$ cat src/rtl/sialu_pkg.sv
`timescale 1ns / 1ps
// ----------------------------------------------------------------------------
// sialu_pkg
// Shared types, constants and the microcode program of the signed ALU.
// ----------------------------------------------------------------------------
package sialu_pkg;

  // operand and result width
  localparam int DATA_WIDTH = 32;
  localparam int OP_W       = 3;
  localparam int UPC_W      = 4;
  localparam int CNT_W      = $clog2(DATA_WIDTH);

  // operation codes on the input channel
  typedef enum logic [OP_W-1:0] {
    OP_ADD = 3'd0,
    OP_SUB = 3'd1,
    OP_MUL = 3'd2,
    OP_DIV = 3'd3,
    OP_REM = 3'd4
  } op_t;

  // input and result beats
  typedef struct packed {
    logic [OP_W-1:0]              operation;
    logic signed [DATA_WIDTH-1:0] operand_a;
    logic signed [DATA_WIDTH-1:0] operand_b;
  } in_beat_t;

  typedef struct packed {
    logic signed [DATA_WIDTH-1:0] result;
    logic                         divide_by_zero;
  } out_beat_t;

  // datapath micro-operations
  typedef enum logic [3:0] {
    UOP_ADD      = 4'd0,
    UOP_SUB      = 4'd1,
    UOP_CLR      = 4'd2,
    UOP_MUL_INIT = 4'd3,
    UOP_MUL_STEP = 4'd4,
    UOP_DIV_INIT = 4'd5,
    UOP_DIV_STEP = 4'd6,
    UOP_DIV_FIX  = 4'd7,
    UOP_DZ       = 4'd8
  } uop_t;

  // jump conditions
  typedef enum logic [1:0] {
    JC_NONE   = 2'd0,
    JC_ALWAYS = 2'd1,
    JC_CNT_NZ = 2'd2,
    JC_DIVZ   = 2'd3
  } jc_t;

  // one control word
  typedef struct packed {
    uop_t             uop;
    jc_t              jc;
    logic [UPC_W-1:0] target;
    logic             fin;
    logic             ld_cnt;
  } ucw_t;

  // program addresses
  localparam logic [UPC_W-1:0] UPC_ADD      = 4'd0;
  localparam logic [UPC_W-1:0] UPC_SUB      = 4'd1;
  localparam logic [UPC_W-1:0] UPC_CLR      = 4'd2;
  localparam logic [UPC_W-1:0] UPC_MUL_INIT = 4'd3;
  localparam logic [UPC_W-1:0] UPC_MUL_STEP = 4'd4;
  localparam logic [UPC_W-1:0] UPC_DIV_INIT = 4'd5;
  localparam logic [UPC_W-1:0] UPC_DIV_STEP = 4'd6;
  localparam logic [UPC_W-1:0] UPC_DIV_FIX  = 4'd7;
  localparam logic [UPC_W-1:0] UPC_DZ       = 4'd8;
  localparam logic [UPC_W-1:0] UPC_LAST     = UPC_DZ;

  // control from sequencer to datapath
  typedef struct packed {
    logic load;
    logic exec;
    logic fin;
    uop_t uop;
  } ctrl_t;

  // status from datapath to sequencer
  typedef struct packed {
    logic b_zero;
  } stat_t;

  // program entry per operation
  function automatic logic [UPC_W-1:0] entry_addr(input logic [OP_W-1:0] op);
    logic [UPC_W-1:0] a;
    unique case (op) inside
      OP_ADD:         a = UPC_ADD;
      OP_SUB:         a = UPC_SUB;
      OP_MUL:         a = UPC_MUL_INIT;
      OP_DIV, OP_REM: a = UPC_DIV_INIT;
      default:        a = UPC_CLR;
    endcase
    return a;
  endfunction

  // microcode rom
  function automatic ucw_t ucode(input logic [UPC_W-1:0] upc);
    ucw_t w;
    unique case (upc)
      UPC_ADD:      w = '{UOP_ADD,      JC_NONE,   UPC_ADD,      1'b1, 1'b0};
      UPC_SUB:      w = '{UOP_SUB,      JC_NONE,   UPC_ADD,      1'b1, 1'b0};
      UPC_CLR:      w = '{UOP_CLR,      JC_NONE,   UPC_ADD,      1'b1, 1'b0};
      UPC_MUL_INIT: w = '{UOP_MUL_INIT, JC_NONE,   UPC_ADD,      1'b0, 1'b1};
      UPC_MUL_STEP: w = '{UOP_MUL_STEP, JC_CNT_NZ, UPC_MUL_STEP, 1'b1, 1'b0};
      UPC_DIV_INIT: w = '{UOP_DIV_INIT, JC_DIVZ,   UPC_DZ,       1'b0, 1'b1};
      UPC_DIV_STEP: w = '{UOP_DIV_STEP, JC_CNT_NZ, UPC_DIV_STEP, 1'b0, 1'b0};
      UPC_DIV_FIX:  w = '{UOP_DIV_FIX,  JC_NONE,   UPC_ADD,      1'b1, 1'b0};
      UPC_DZ:       w = '{UOP_DZ,       JC_NONE,   UPC_ADD,      1'b1, 1'b0};
      default:      w = '{UOP_CLR,      JC_NONE,   UPC_ADD,      1'b1, 1'b0};
    endcase
    return w;
  endfunction

endpackage

$ cat src/rtl/signed_int_alu_mul_div_mod.sv
`timescale 1ns / 1ps
// ----------------------------------------------------------------------------
// signed_int_alu_mul_div_mod
// Signed add, subtract, multiply, divide and remainder over 32-bit words.
// ----------------------------------------------------------------------------
// Usage:
//   in_valid/in_ready carry one beat of operation, operand_a, operand_b.
//   out_valid/out_ready carry one beat of result and divide_by_zero.
//   A short microcode program runs each beat on one shared datapath.
//   Microcode program per operation:
//     add, subtract, unused codes : the add, subtract or clear step
//     multiply                    : init, then a shift-add loop (one bit per step)
//     divide, remainder           : init, a restoring loop (one quotient bit per step), sign fix
//     zero divisor                : init, then the divide-by-zero step
//   One beat is in flight at a time; in_ready rises as the
//   result is written to the output register, so the output register may
//   still hold a beat while the next input is taken and worked on.
//   When out_ready is low while the output register is full and a new
//   result is due, the sequencer holds on its last step until it drains.
//   Reset (rst_n low, synchronous) drops out_valid and returns the
//   sequencer to idle; no memory needs clearing.
// ----------------------------------------------------------------------------
module signed_int_alu_mul_div_mod (
  input  logic                  clk,
  input  logic                  rst_n,
  input  logic                  in_valid,
  output logic                  in_ready,
  input  sialu_pkg::in_beat_t   in_data,
  output logic                  out_valid,
  input  logic                  out_ready,
  output sialu_pkg::out_beat_t  out_data
);

  sialu_pkg::ctrl_t      ctrl;
  sialu_pkg::stat_t      stat;
  sialu_pkg::out_beat_t  res;
  logic                  out_valid_r, out_valid_nxt;
  sialu_pkg::out_beat_t  out_data_r;
  logic                  out_hold;

  assign out_hold = out_valid_r && !out_ready;

  // sequencer
  sialu_seq u_seq (
    .clk      (clk),
    .rst_n    (rst_n),
    .in_valid (in_valid),
    .in_op    (in_data.operation),
    .in_ready (in_ready),
    .out_hold (out_hold),
    .stat     (stat),
    .ctrl     (ctrl)
  );

  // datapath
  sialu_dp u_dp (
    .clk     (clk),
    .in_data (in_data),
    .ctrl    (ctrl),
    .stat    (stat),
    .res     (res)
  );

  // output register
  always_comb begin
    out_valid_nxt = out_valid_r;
    if (ctrl.exec && ctrl.fin) begin
      out_valid_nxt = 1'b1;
    end else if (out_ready) begin
      out_valid_nxt = 1'b0;
    end
  end

  always_ff @(posedge clk) begin
    if (!rst_n) begin
      out_valid_r <= 1'b0;
    end else begin
      out_valid_r <= out_valid_nxt;
    end
  end

  always_ff @(posedge clk) begin
    if (ctrl.exec && ctrl.fin) begin
      out_data_r <= res;
    end
  end

  assign out_valid = out_valid_r;
  assign out_data  = out_data_r;

  // a result is never written over one that has not been taken
  a_no_overwrite: assert property (@(posedge clk) disable iff (!rst_n)
    (ctrl.exec && ctrl.fin) |-> !out_hold)
    else $error("result register overwritten");

  // an accepted beat sets the block busy and drops in_ready
  a_busy_after_beat: assert property (@(posedge clk) disable iff (!rst_n)
    (in_valid && in_ready) |=> !in_ready)
    else $error("input taken again right after a beat");

  // the zero divisor flag only comes with a zero divisor, on the zero or dividend result path
  a_dz_only_divrem: assert property (@(posedge clk) disable iff (!rst_n)
    (ctrl.exec && ctrl.fin && res.divide_by_zero) |-> stat.b_zero)
    else $error("divide by zero flagged with nonzero divisor");

endmodule

$ cat src/rtl/sialu_seq.sv
`timescale 1ns / 1ps
// ----------------------------------------------------------------------------
// sialu_seq
// Microcode sequencer: program counter, loop counter and jump logic.
// ----------------------------------------------------------------------------
module sialu_seq (
  input  logic                                clk,
  input  logic                                rst_n,
  input  logic                                in_valid,
  input  logic [sialu_pkg::OP_W-1:0]          in_op,
  output logic                                in_ready,
  input  logic                                out_hold,
  input  sialu_pkg::stat_t                    stat,
  output sialu_pkg::ctrl_t                    ctrl
);

  logic                           busy_r, busy_nxt;
  logic [sialu_pkg::UPC_W-1:0]    upc_r, upc_nxt;
  logic [sialu_pkg::CNT_W-1:0]    cnt_r, cnt_nxt;
  sialu_pkg::ucw_t                ucw;
  logic                           take;
  logic                           fin_now;
  logic                           exec;
  logic                           load;

  // fetch and jump decision
  always_comb begin
    ucw = sialu_pkg::ucode(upc_r);
    unique case (ucw.jc)
      sialu_pkg::JC_ALWAYS: take = 1'b1;
      sialu_pkg::JC_CNT_NZ: take = (cnt_r != '0);
      sialu_pkg::JC_DIVZ:   take = stat.b_zero;
      default:              take = 1'b0;
    endcase
    fin_now = busy_r && ucw.fin && !take;
    // a finishing step waits while the result register is full and out_ready is low
    exec    = busy_r && !(fin_now && out_hold);
    load    = in_valid && !busy_r;
  end

  assign in_ready = !busy_r;
  assign ctrl     = '{load: load, exec: exec, fin: fin_now, uop: ucw.uop};

  // next program counter, loop counter and busy flag
  always_comb begin
    busy_nxt = busy_r;
    upc_nxt  = upc_r;
    cnt_nxt  = cnt_r;
    if (load) begin
      busy_nxt = 1'b1;
      upc_nxt  = sialu_pkg::entry_addr(in_op);
    end else if (exec) begin
      if (take) begin
        upc_nxt = ucw.target;
      end else if (ucw.fin) begin
        busy_nxt = 1'b0;
      end else begin
        upc_nxt = upc_r + 1'b1;
      end
      if (ucw.ld_cnt) begin
        cnt_nxt = sialu_pkg::CNT_W'(sialu_pkg::DATA_WIDTH - 1);
      end else if (ucw.jc == sialu_pkg::JC_CNT_NZ && cnt_r != '0) begin
        cnt_nxt = cnt_r - 1'b1;
      end
    end
  end

  always_ff @(posedge clk) begin
    if (!rst_n) begin
      busy_r <= 1'b0;
      upc_r  <= sialu_pkg::UPC_ADD;
      cnt_r  <= '0;
    end else begin
      busy_r <= busy_nxt;
      upc_r  <= upc_nxt;
      cnt_r  <= cnt_nxt;
    end
  end

  // program counter stays inside the program
  a_upc_range: assert property (@(posedge clk) disable iff (!rst_n)
    busy_r |-> upc_r <= sialu_pkg::UPC_LAST)
    else $error("upc outside program");

  // the sequencer goes idle only after a finishing step ran
  a_idle_after_fin: assert property (@(posedge clk) disable iff (!rst_n)
    $fell(busy_r) |-> $past(fin_now && exec))
    else $error("sequencer left busy without finishing");

  // the loop count never exceeds the word width minus one while the sequencer is busy
  a_cnt_range: assert property (@(posedge clk) disable iff (!rst_n)
    busy_r |-> cnt_r <= sialu_pkg::CNT_W'(sialu_pkg::DATA_WIDTH - 1))
    else $error("loop count out of range");

endmodule

$ cat src/rtl/sialu_dp.sv
`timescale 1ns / 1ps
// ----------------------------------------------------------------------------
// sialu_dp
// Datapath: adder, shift-add multiply and restoring divide registers.
// ----------------------------------------------------------------------------
module sialu_dp (
  input  logic                  clk,
  input  sialu_pkg::in_beat_t   in_data,
  input  sialu_pkg::ctrl_t      ctrl,
  output sialu_pkg::stat_t      stat,
  output sialu_pkg::out_beat_t  res
);

  localparam int W = sialu_pkg::DATA_WIDTH;

  logic [W-1:0]                 a_r, b_r, acc_r, rem_r;
  logic [sialu_pkg::OP_W-1:0]   op_r;
  logic                         sa_r, sb_r;

  logic [W-1:0]                 mul_sum;
  logic [W:0]                   div_sh;
  logic [W:0]                   div_diff;
  logic                         div_ok;
  logic [W-1:0]                 mag_a, mag_b;
  logic [W-1:0]                 quo_fix, rem_fix;

  // shared arithmetic
  always_comb begin
    mul_sum  = acc_r + (b_r[0] ? a_r : '0);
    div_sh   = {rem_r, a_r[W-1]};
    div_diff = div_sh - {1'b0, b_r};
    div_ok   = !div_diff[W];
    mag_a    = a_r[W-1] ? (W'(0) - a_r) : a_r;
    mag_b    = b_r[W-1] ? (W'(0) - b_r) : b_r;
    quo_fix  = (sa_r ^ sb_r) ? (W'(0) - a_r) : a_r;
    rem_fix  = sa_r ? (W'(0) - rem_r) : rem_r;
  end

  assign stat.b_zero = (b_r == '0);

  // result of the finishing step
  always_comb begin
    res.divide_by_zero = 1'b0;
    case (ctrl.uop)
      sialu_pkg::UOP_ADD:      res.result = a_r + b_r;
      sialu_pkg::UOP_SUB:      res.result = a_r - b_r;
      sialu_pkg::UOP_MUL_STEP: res.result = mul_sum;
      sialu_pkg::UOP_DIV_FIX:  res.result = (op_r == sialu_pkg::OP_DIV) ? quo_fix : rem_fix;
      sialu_pkg::UOP_DZ: begin
        res.result         = (op_r == sialu_pkg::OP_DIV) ? '0 : a_r;
        res.divide_by_zero = 1'b1;
      end
      default:                 res.result = '0;
    endcase
  end

  // operand and working registers
  always_ff @(posedge clk) begin
    if (ctrl.load) begin
      a_r  <= in_data.operand_a;
      b_r  <= in_data.operand_b;
      op_r <= in_data.operation;
    end else if (ctrl.exec) begin
      case (ctrl.uop)
        sialu_pkg::UOP_MUL_INIT: begin
          acc_r <= '0;
        end
        sialu_pkg::UOP_MUL_STEP: begin
          acc_r <= mul_sum;
          a_r   <= {a_r[W-2:0], 1'b0};
          b_r   <= {1'b0, b_r[W-1:1]};
        end
        sialu_pkg::UOP_DIV_INIT: begin
          sa_r  <= a_r[W-1];
          sb_r  <= b_r[W-1];
          rem_r <= '0;
          // a zero divisor keeps the dividend as it came in
          if (!stat.b_zero) begin
            a_r <= mag_a;
            b_r <= mag_b;
          end
        end
        sialu_pkg::UOP_DIV_STEP: begin
          rem_r <= div_ok ? div_diff[W-1:0] : div_sh[W-1:0];
          a_r   <= {a_r[W-2:0], div_ok};
        end
        default: begin
        end
      endcase
    end
  end

endmodule
$ cat config.mk
export PLATFORM = sky130hd
export DESIGN_NAME = signed_int_alu_mul_div_mod
export DESIGN_NICKNAME = d
export VERILOG_FILES = /design/src/rtl/sialu_pkg.sv /design/src/rtl/signed_int_alu_mul_div_mod.sv /design/src/rtl/sialu_seq.sv /design/src/rtl/sialu_dp.sv
export SDC_FILE = /design/constraint.sdc
export NUM_CORES = 1
export LEC_CHECK = 0
export ABC_AREA = 0
export ABC_CLOCK_PERIOD_IN_PS = 6000
export BUFFER_PORTS_ARGS = -buffer_cell sky130_fd_sc_hd__buf_4
export CAP_MARGIN = 10
export CORE_MARGIN = 3
export CORE_UTILIZATION = 50
export DETAILED_ROUTE_END_ITERATION = 10
export PLACE_DENSITY_LB_ADDON = 0.1
export SLEW_MARGIN = 10
export SYNTH_ARGS = -nofsm -noshare
export SYNTH_HDL_FRONTEND = slang
export SYNTH_SLANG_ARGS = --single-unit
export TNS_END_PERCENT = 5
$ cat constraint.sdc
create_clock -name clk -period 6 [get_ports clk]
set_clock_uncertainty 0.05 [all_clocks]
set_input_delay 1.2 -clock clk [delete_from_list [all_inputs] [get_ports clk]]
set_output_delay 1.2 -clock clk [all_outputs]
set_load 0.01 [all_outputs]
==> results.md <==
* Fin crit share at 0.873
* Commonest non-fill, non-tap cell in the layout: nor2_1
* Wire length per cell at between 20 and 25 µm
* Mapped Avg Cell Area at roughly 8.6 µm²
* Syn nets at 2149
* Lkg Pwr at 7.61 nW
* Unrepaired setup endpoints after global routing: false
* Largest net degree at the start of global routing at 60
* Synth area leader: edfxtp_1
* Flops & latches, synth at around 190
* Total die area at 35900 µm²
* Post-CTS setup buffer count at 0
* CTS tree: built
* Worst-Skew Late Latency at 480 ps
* Congestion Overflow GR at 0
* Crit start category: flop
* First-pass GRT wire length at 83.3 mm
* Hold WC Path Type: flop to flop
* Clk pin slew, worst setup/hold paths at 80 ps
* Synthesized netlist cell count at 1967
* GRT Total Usage at 0.300
* Max Cap Viol at 0
* Post-route design area at 18600 µm²
* Core Util, Final at 0.567
* Vias in the first global route at 14.1k
* # IOs at 106
* GP Congestion at roughly 0.95
* 1st-pass router iterations at 6
* Buffers on Ports at between 100 and 150
* Crit path max fanout at 8
* Min cycle time layout at 5240 ps
* Worst EP required at 6170 ps
* Die Span X at 190 µm
* Crit Path Category: flop to flop
* Headroom to the max-slew limit at 0.208
* Via Count at between 15k and 20k
* Reg area at 5410 µm²
* Final Hold Viols at 0
* Via/cell ratio at about 6.2
* Die H at 190 µm
* Non-Filler Instances at 2473
* Post-CTS resize count at 0
* Dpl cells at 2441
* Fmax at 0.191 GHz
* CP Data Arrival Time at 5410 ps
* Core ar. at 32900 µm²
* Most frequent cells in the layout: nor2_1, edfxtp_1, nand2_1
* Layout cells sized above 1 at 0.113
* Place WS at 850 ps
* Post-synth top flop: edfxtp_1
* Sequential share of the synthesized area at 0.321
* # DRC at 0
* TNS Setup at 0 ps
* Drt total wl at 54.3 mm
* Hpwl dp at around 42 mm
* Dominant cells by area after synthesis: edfxtp_1, ha_1, xnor2_1
* CTS max path bufs at 2
* Synth Warn # at 0
* EDFF count, synth at 166
* Least-Margin Pin Slew at 1190 ps
* Unique masters post-synth at slightly below 100
* Final net count at 2200
* N_diodes at 0
* CTS Buf Count at 17
* Final-report max-slew violation count at 0
* 1st-iter DRT viols at 1661
* Row count at 66
* Critical path endpoint category: flop
* Setup ws final at 764 ps
* Fillers at roughly 3.1k
* Clock Tree Root: clkbuf_16
* Run status: finished clean
* Maximum VDD drop at 0.000228 V
* Post-DP Area at 18000 µm²
* Multi-input logic area at 10800 µm²
* Final ANT Viol Nets at 0
* Post-synth ARST share at 0
* Initial antenna violation count at 0
* Mapped cell area at 16800 µm²
* Area grow syn2layout at 10.6%
* Area fraction of the dominant cell type after synthesis at 0.296
* CTS H-tree depth at 4
* Num Clock Sinks at approximately 190
* Starting density of the core at 0.513
* Post-CTS Hold Buffers at 0
* PwrDens at 309 nW/µm²
* Final setup fails at 0
==> cell type report <==
cell class,count,share of cell area
multi-input combinational,1605,0.580
inverter,77,0.0155
clock buffer,17,0.0228
tap,442,0.0297
clock inverter,15,0.00946
timing repair buffer,130,0.0524
sequential,187,0.290
==> state kept, by name, summed over array words and instances (netlist names) <==
register and cells:
out_data 33, u_seq.upc_r 4, u_seq.busy_r 1, u_dp.sb_r 1, u_dp.sa_r 1, u_dp.a_r 32
u_seq.ucw 10, u_dp.op_r 3, out_valid 1, u_dp.b_r 32, u_seq.cnt_r 5, u_dp.rem_r 32
u_dp.acc_r 32
==> cells in the mapped netlist, types with 14 or more instances <==
cell type / number
a211o_1: 14
a211oi_1: 15
a21o_1: 52
a21oi_1: 108
a221o_1: 25
a221oi_1: 41
a31oi_1: 20
and2_1: 46
and3_1: 19
clkbuf_1: 87
dfxtp_1: 21
edfxtp_1: 166
ha_1: 108
inv_1: 74
mux2i_1: 34
nand2_1: 151
nand2b_1: 15
nand3_1: 42
nand4_1: 14
nor2_1: 278
nor2b_1: 20
nor3_1: 61
o21a_1: 15
o21ai_0: 116
o31ai_1: 14
o32ai_1: 14
or3_1: 21
xnor2_1: 124
xor2_1: 61
==> path summary, 6_finish.rpt <==
kind / start / endpoint / slack [ps] / depth (start not counted)
worst max-delay path: u_dp.b_r[1]$_DFFE_PP_ / out_data[31]$_SDFFCE_PN0P_ / 760 / 17
worst min-delay path: u_seq.cnt_r[4]$_SDFFE_PN0P_ / u_seq.cnt_r[4]$_SDFFE_PN0P_ / 480 / 1
worst max register to register: u_dp.b_r[1]$_DFFE_PP_ / out_data[31]$_SDFFCE_PN0P_ / 760 / 17
worst min register to register: u_seq.cnt_r[4]$_SDFFE_PN0P_ / u_seq.cnt_r[4]$_SDFFE_PN0P_ / 480 / 1
==> critical path: stages, from the launching register on <==
cell       delay (ps)
edfxtp_1          460
inv_1             180
ha_1              250
nor2b_1           240
nand3_1           190
nor3b_1           630
nand4_1           270
nand2_1           140
xnor2_1            80
ha_1              400
a21o_1            140
a21o_1            130
nor3_1             60
a2111oi_0         720
nor3_1            210
o311ai_0          350
o41ai_1           140
a221o_1           350
==> routing by layer <==
metal,share of wire,global-route usage,routed length [µm]
met2,0.42,0.447,23100
met5,0,0,0
met1,0.46,0.452,25200
met4,0.023,0.0779,1220
met3,0.089,0.0486,4810
==> per-stage QoR <==
| step | hold WS, ps | power (W) |
|---|---|---|
| after floorplan | 432 | 0.00371 |
| after global placement | 447 | 0.00448 |
| after detailed placement | 460 | 0.00450 |
| after CTS | 479 | 0.00572 |
| after global routing | 502 | 0.00609 |
| final | 482 | 0.00575 |
==> where the power goes <==
group / internal, W / switching [W] / leakage (nW) / total, W
clock: 0.000630 / 0.000584 / 0.295 / 0.00121
combinational: 0.00108 / 0.00159 / 5.57 / 0.00268
sequential: 0.00168 / 0.000187 / 1.74 / 0.00186
==> cells by family (layout without fill, tap and decap cells) <==
| logic type | count (synthesis) | in the layout | synth area share |
|---|---|---|---|
| buffers and inverters | 175 | 239 | 0.0405 |
| AOI/OAI and AO/OA | 532 | 532 | 0.221 |
| muxes | 34 | 34 | 0.0202 |
| DFF | 187 | 187 | 0.321 |
| adders and majority gates | 111 | 111 | 0.0838 |
| xor gates and xnor gates | 185 | 185 | 0.0962 |
| and+or+nand+nor | 743 | 743 | 0.218 |
No activity file was read; power rests on OpenSTA's default activity.
